<file path="src/design/slabdw_pkg.sv">
// Shared types, constants and saturation helpers for the slab dipole / wall /
// spring force block. No dependencies.
package slabdw_pkg;

   localparam int NumAtoms   = 64;
   localparam int NumCharges = 64;
   localparam int AtomBits   = 6;
   localparam int CountBits  = 7;

   localparam logic [1:0] TYPE_CHARGE = 2'd0;
   localparam logic [1:0] TYPE_WALL   = 2'd1;
   localparam logic [1:0] TYPE_SPRING = 2'd2;
   localparam logic [1:0] TYPE_FINISH = 2'd3;

   localparam logic [2:0] CSR_AXIS   = 3'd0;
   localparam logic [2:0] CSR_COEF   = 3'd1;
   localparam logic [2:0] CSR_WLOW   = 3'd2;
   localparam logic [2:0] CSR_WHIGH  = 3'd3;
   localparam logic [2:0] CSR_WSTIFF = 3'd4;

   typedef struct packed {
      logic [1:0]         req_type;
      logic [5:0]         atom_index;
      logic signed [31:0] charge_value;
      logic signed [31:0] pos_x;
      logic signed [31:0] pos_y;
      logic signed [31:0] pos_z;
      logic signed [31:0] anchor_x;
      logic signed [31:0] anchor_y;
      logic signed [31:0] anchor_z;
      logic [30:0]        spring_constant;
   } req_payload_type;

   typedef struct packed {
      logic [5:0]         out_atom;
      logic signed [31:0] force_x;
      logic signed [31:0] force_y;
      logic signed [31:0] force_z;
      logic signed [47:0] total_energy;
      logic               status_code;
      logic               last_result;
   } rsp_payload_type;

   // request to the shared multiplier: (a*b) >> (half ? 17 : 16), saturated
   typedef struct packed {
      logic               start;
      logic               half;
      logic signed [47:0] a;
      logic signed [47:0] b;
   } mul_req_type;

   typedef struct packed {
      logic               done;
      logic signed [47:0] value;
   } mul_rsp_type;

   function automatic logic signed [47:0] sat48(input logic signed [48:0] v);
      logic signed [47:0] r;
      if (v > 49'sh0_7FFF_FFFF_FFFF)
         r = 48'sh7FFF_FFFF_FFFF;
      else if (v < -49'sh0_8000_0000_0000)
         r = 48'sh8000_0000_0000;
      else
         r = v[47:0];
      return r;
   endfunction

   function automatic logic signed [31:0] sat32(input logic signed [48:0] v);
      logic signed [31:0] r;
      if (v > 49'sh0_0000_7FFF_FFFF)
         r = 32'sh7FFF_FFFF;
      else if (v < -49'sh0_0000_8000_0000)
         r = 32'sh8000_0000;
      else
         r = v[31:0];
      return r;
   endfunction

endpackage

</file>
<file path="src/design/slabdw_mul.sv">
// Shared multiplier: 48x48 magnitude product built from three 48x16 partials,
// then shift by 16 or 17, truncate toward zero, saturate to 48 bits.
// Depends on slabdw_pkg.
module slabdw_mul
   import slabdw_pkg::*;
(
   input  logic        clock,
   input  logic        reset,
   input  mul_req_type rq,
   output mul_rsp_type rs
);

   logic [47:0]        ma_ff, mb_ff;
   logic               neg_ff, half_ff, busy_ff, done_ff;
   logic [1:0]         step_ff;
   logic [95:0]        acc_ff;
   logic signed [47:0] value_ff;

   logic [15:0] digit;
   logic [63:0] partial;
   logic [95:0] placed;
   logic [95:0] shifted;
   logic [95:0] cap;
   logic [95:0] mag;

   always_comb begin
      case (step_ff)
         2'd0:    digit = mb_ff[15:0];
         2'd1:    digit = mb_ff[31:16];
         default: digit = mb_ff[47:32];
      endcase
      partial = 64'(ma_ff) * 64'(digit);
      case (step_ff)
         2'd0:    placed = 96'(partial);
         2'd1:    placed = 96'(partial) << 16;
         default: placed = 96'(partial) << 32;
      endcase
      shifted = half_ff ? (acc_ff >> 17) : (acc_ff >> 16);
      cap     = 96'(48'h7FFF_FFFF_FFFF) + 96'(neg_ff);
      mag     = (shifted > cap) ? cap : shifted;
   end

   always_ff @(posedge clock) begin
      if (reset) begin
         busy_ff <= 1'b0;
         done_ff <= 1'b0;
         step_ff <= 2'd0;
      end else begin
         done_ff <= 1'b0;
         if (rq.start) begin
            ma_ff   <= rq.a[47] ? 48'(-rq.a) : 48'(rq.a);
            mb_ff   <= rq.b[47] ? 48'(-rq.b) : 48'(rq.b);
            neg_ff  <= rq.a[47] ^ rq.b[47];
            half_ff <= rq.half;
            acc_ff  <= '0;
            step_ff <= 2'd0;
            busy_ff <= 1'b1;
         end else if (busy_ff) begin
            if (step_ff != 2'd3) begin
               acc_ff  <= acc_ff + placed;
               step_ff <= step_ff + 2'd1;
            end else begin
               value_ff <= neg_ff ? -$signed(mag[47:0]) : $signed(mag[47:0]);
               done_ff  <= 1'b1;
               busy_ff  <= 1'b0;
            end
         end
      end
   end

   assign rs.done  = done_ff;
   assign rs.value = value_ff;

endmodule
</file>
<file path="config.mk">
export PLATFORM = sky130hd
export DESIGN_NAME = slabdw_mul
export DESIGN_NICKNAME = d
export VERILOG_FILES = /design/src/design/slabdw_pkg.sv /design/src/design/slabdw_mul.sv
export SDC_FILE = /design/constraint.sdc
export NUM_CORES = 2
export LEC_CHECK = 0
export BUFFER_PORTS_ARGS = -buffer_cell sky130_fd_sc_hd__buf_2
export CAP_MARGIN = 20
export CORE_MARGIN = 2
export CORE_UTILIZATION = 60
export DETAILED_ROUTE_END_ITERATION = 10
export GPL_TIMING_DRIVEN = 0
export PLACE_DENSITY = 0.77
export SETUP_SLACK_MARGIN = 0.3
export SLEW_MARGIN = 25
export SYNTH_ARGS = -nofsm -noshare
export SYNTH_HDL_FRONTEND = slang
export SYNTH_SLANG_ARGS = --single-unit
</file>
<file path="constraint.sdc">
create_clock -name clock -period 16.8 [get_ports clock]
set_clock_uncertainty 0.05 [all_clocks]
set_input_delay 2.52 -clock clock [delete_from_list [all_inputs] [get_ports clock]]
set_output_delay 2.52 -clock clock [all_outputs]
set_load 0.02 [all_outputs]
</file>
==> impl_results.md <==
* CP Capture Type: register
* Rows at 99
* DR WL/cell at 21.9 um
* Clock Latency Late Sink at 0.65 ns
* Hold Path Class: reg -> reg
* CTS Buffer Depth at 3
* Register Area at 7350 um^2
* Dominant synthesized flop cell: edfxtp_1
* Final ANT Viol Nets at 0
* CTS tree: yes
* HPWL after DPL at 115000 um
* Place WS at 3.12 ns
* Fin crit period at 14.36 ns
* Max Cap Viol at 0
* Fin Setup TNS at 0 ns
* Area of the core at 73100 um^2
* Mapped cell area at 44400 um^2
* Share of layout cells above drive strength 1 at 0.0512
* Clock Root Buffer: clkbuf_16
* Slew headroom at 0.261
* Die X at 276 um
* Most frequent cell after synthesis: inv_1
* CTS resizes at 0
* Sequential element share of the synthesized area at 0.165
* Total gr overflow at 0
* Height of the chip at 276 um
* Synthesis-stage register bit count at 246
* YS warnings at 0
* Crit path max-delay cell type: clkbuf_1
* Crit path DAT at 14.72 ns
* Number of global-route vias before repair at 37768
* RSZ-0062 raised after global routing: no
* Post-synth top cells: inv_1, nand2_1, fa_1, ha_1, nor2_1
* Achievable Freq at 69.6 MHz
* Syn nets at 6204
* Worst path depth at 40
* Synth area leaders: fa_1, edfxtp_1, ha_1
* Critical path startpoint category: register
* First-pass GRT wire length at 216000 um
* Final worst setup slack at 2.44 ns
* Final Hold Fails at 0
* Hold Path Cell Cnt at 2
* Syn_area_per_cell at 8.59 um^2
* Multi-input gate area at 33100 um^2
* Final WL at 139000 um
* Post-synth top area cell: fa_1
* Worst-margin pin slew at 1.11 ns
* Post-synth EDFFs at 242
* Endpoints failing setup at 0
* Pins Over Slew Limit at 0
* CP most frequent cell: fa_1
* Kind of critical path: reg -> reg
* Port bufs at 147
* Placed cell areas at 46700 um^2
* Vias/cell at 6.11
* TritonRoute pass-1 iters at 7
* FF-to-FF path depth at 40
* Synth unique cells at 85
* CTS Buf Count at 30
* Drt initial violations at 4554
* Fillers at 6227
* DR DRC count at 0
* Crit Path Max Fanout at 10
* Hold buffers post-CTS at 0
* I/O pin count at 149
* Area growth syn-to-layout at 7.47%
* Initial core utilization at 0.608
* Top cell type's share of synthesized area at 0.290
* Mapped Cells at 5175
* Fin crit share at 0.855
* Clock Sinks at 246
* Async set-reset flop share out of synthesis at 0
* Final instance area at 47800 um^2
* CP required at 17.16 ns
* Die area at 76200 um^2
* Status: completed
* Largest net degree at the start of global routing at 27
* Layout net count at 6398
* GR Util All Layers at 0.364
* Gpl congestion at 1.02
* Detailed-route via count at 38811
* Post-CTS Setup Inserts at 0
* Buf/Inv on CP at 10
* Max incr delay on CP at 0.80 ns
* Reg clk slew, reported paths at 0.07 ns
* Initial antenna violation count at 5
* CP top delay family: adder cells
* Max H-tree Level at 1
* WHS at 0.551 ns
[worst register-to-register path, delay by kind of cell, from the launching register on]
kind | cells | cell delay [ns]
buffers and inverters | 10 | 2.87
xor gates and xnor gates | 1 | 0.25
AOI/OAI and AO/OA | 11 | 3.90
DFF | 1 | 0.36
and+or+nand+nor | 8 | 2.24
muxes | 1 | 0.28
adders and majority gates | 9 | 4.15
[per-stage QoR]
stage,utilization,std cells
detailed placement,0.638,6296
finish,0.653,6354
CTS,0.653,6352
global route,0.653,6352
floorplan,-,5175
global placement,0.634,6281
[layout make-up]
cell class	count	share of cell area
Multi-Input combinational cell	3857	0.693
Sequential cell	246	0.154
Inverter	820	0.0645
Tap cell	959	0.0251
Timing Repair Buffer	162	0.0211
Buffer	252	0.0200
Clock buffer	34	0.0160
Clock inverter	22	0.00668
Antenna cell	2	0.000105
[cells by family (layout without fill, tap and decap cells)]
family	count (synthesis)	after routing	synth area share
other	0	2	0
DFF	246	246	0.165
muxes	54	54	0.0128
adders and majority gates	929	929	0.370
buffers and inverters	1072	1290	0.0907
xor gates and xnor gates	235	235	0.0463
and+or+nand+nor	1706	1706	0.181
AOI/OAI and AO/OA	933	933	0.134
[flip-flops by register name (all words and copies together), names as in the netlist, 2 cells and up]
register,flops
ma_ff,48
step_ff,2
mb_ff,48
value_ff,48
acc_ff,96
[layout by cell type, fill, tap and decap left out, types with 29 or more instances in the layout]
cell,n
xnor2_1,171
a21oi_1,276
a21o_1,108
nand2_1,781
a22oi_1,32
ha_1,286
nor3_1,51
xor2_1,64
nand4_1,52
inv_1,820
fa_1,643
nor2_1,279
o31ai_1,37
mux2i_1,30
and3_1,29
edfxtp_1,242
o21bai_1,29
clkbuf_1,236
buf_2,149
nor2b_1,29
a31oi_1,32
clkbuf_16,30
nand3_1,64
o21ai_0,210
and2_1,274
[metal layers]
metal	global-route usage	vias to the layer above	wire (um)
met4	0.149	6	6840
met2	0.544	2252	60300
met5	0	-	41
met3	0.0946	426	16800
met1	0.507	18839	55400
li1	-	17288	-
[final timing paths]
check             start         end  slack, ns
max          step_ff[0]  acc_ff[80]       2.44
min             busy_ff     done_ff       0.55
max reg2reg  step_ff[0]  acc_ff[80]       2.44
min reg2reg     busy_ff     done_ff       0.55
Power is not shown: default switching activity piles up to over one toggle a cycle in this logic, so the estimate is an artifact.
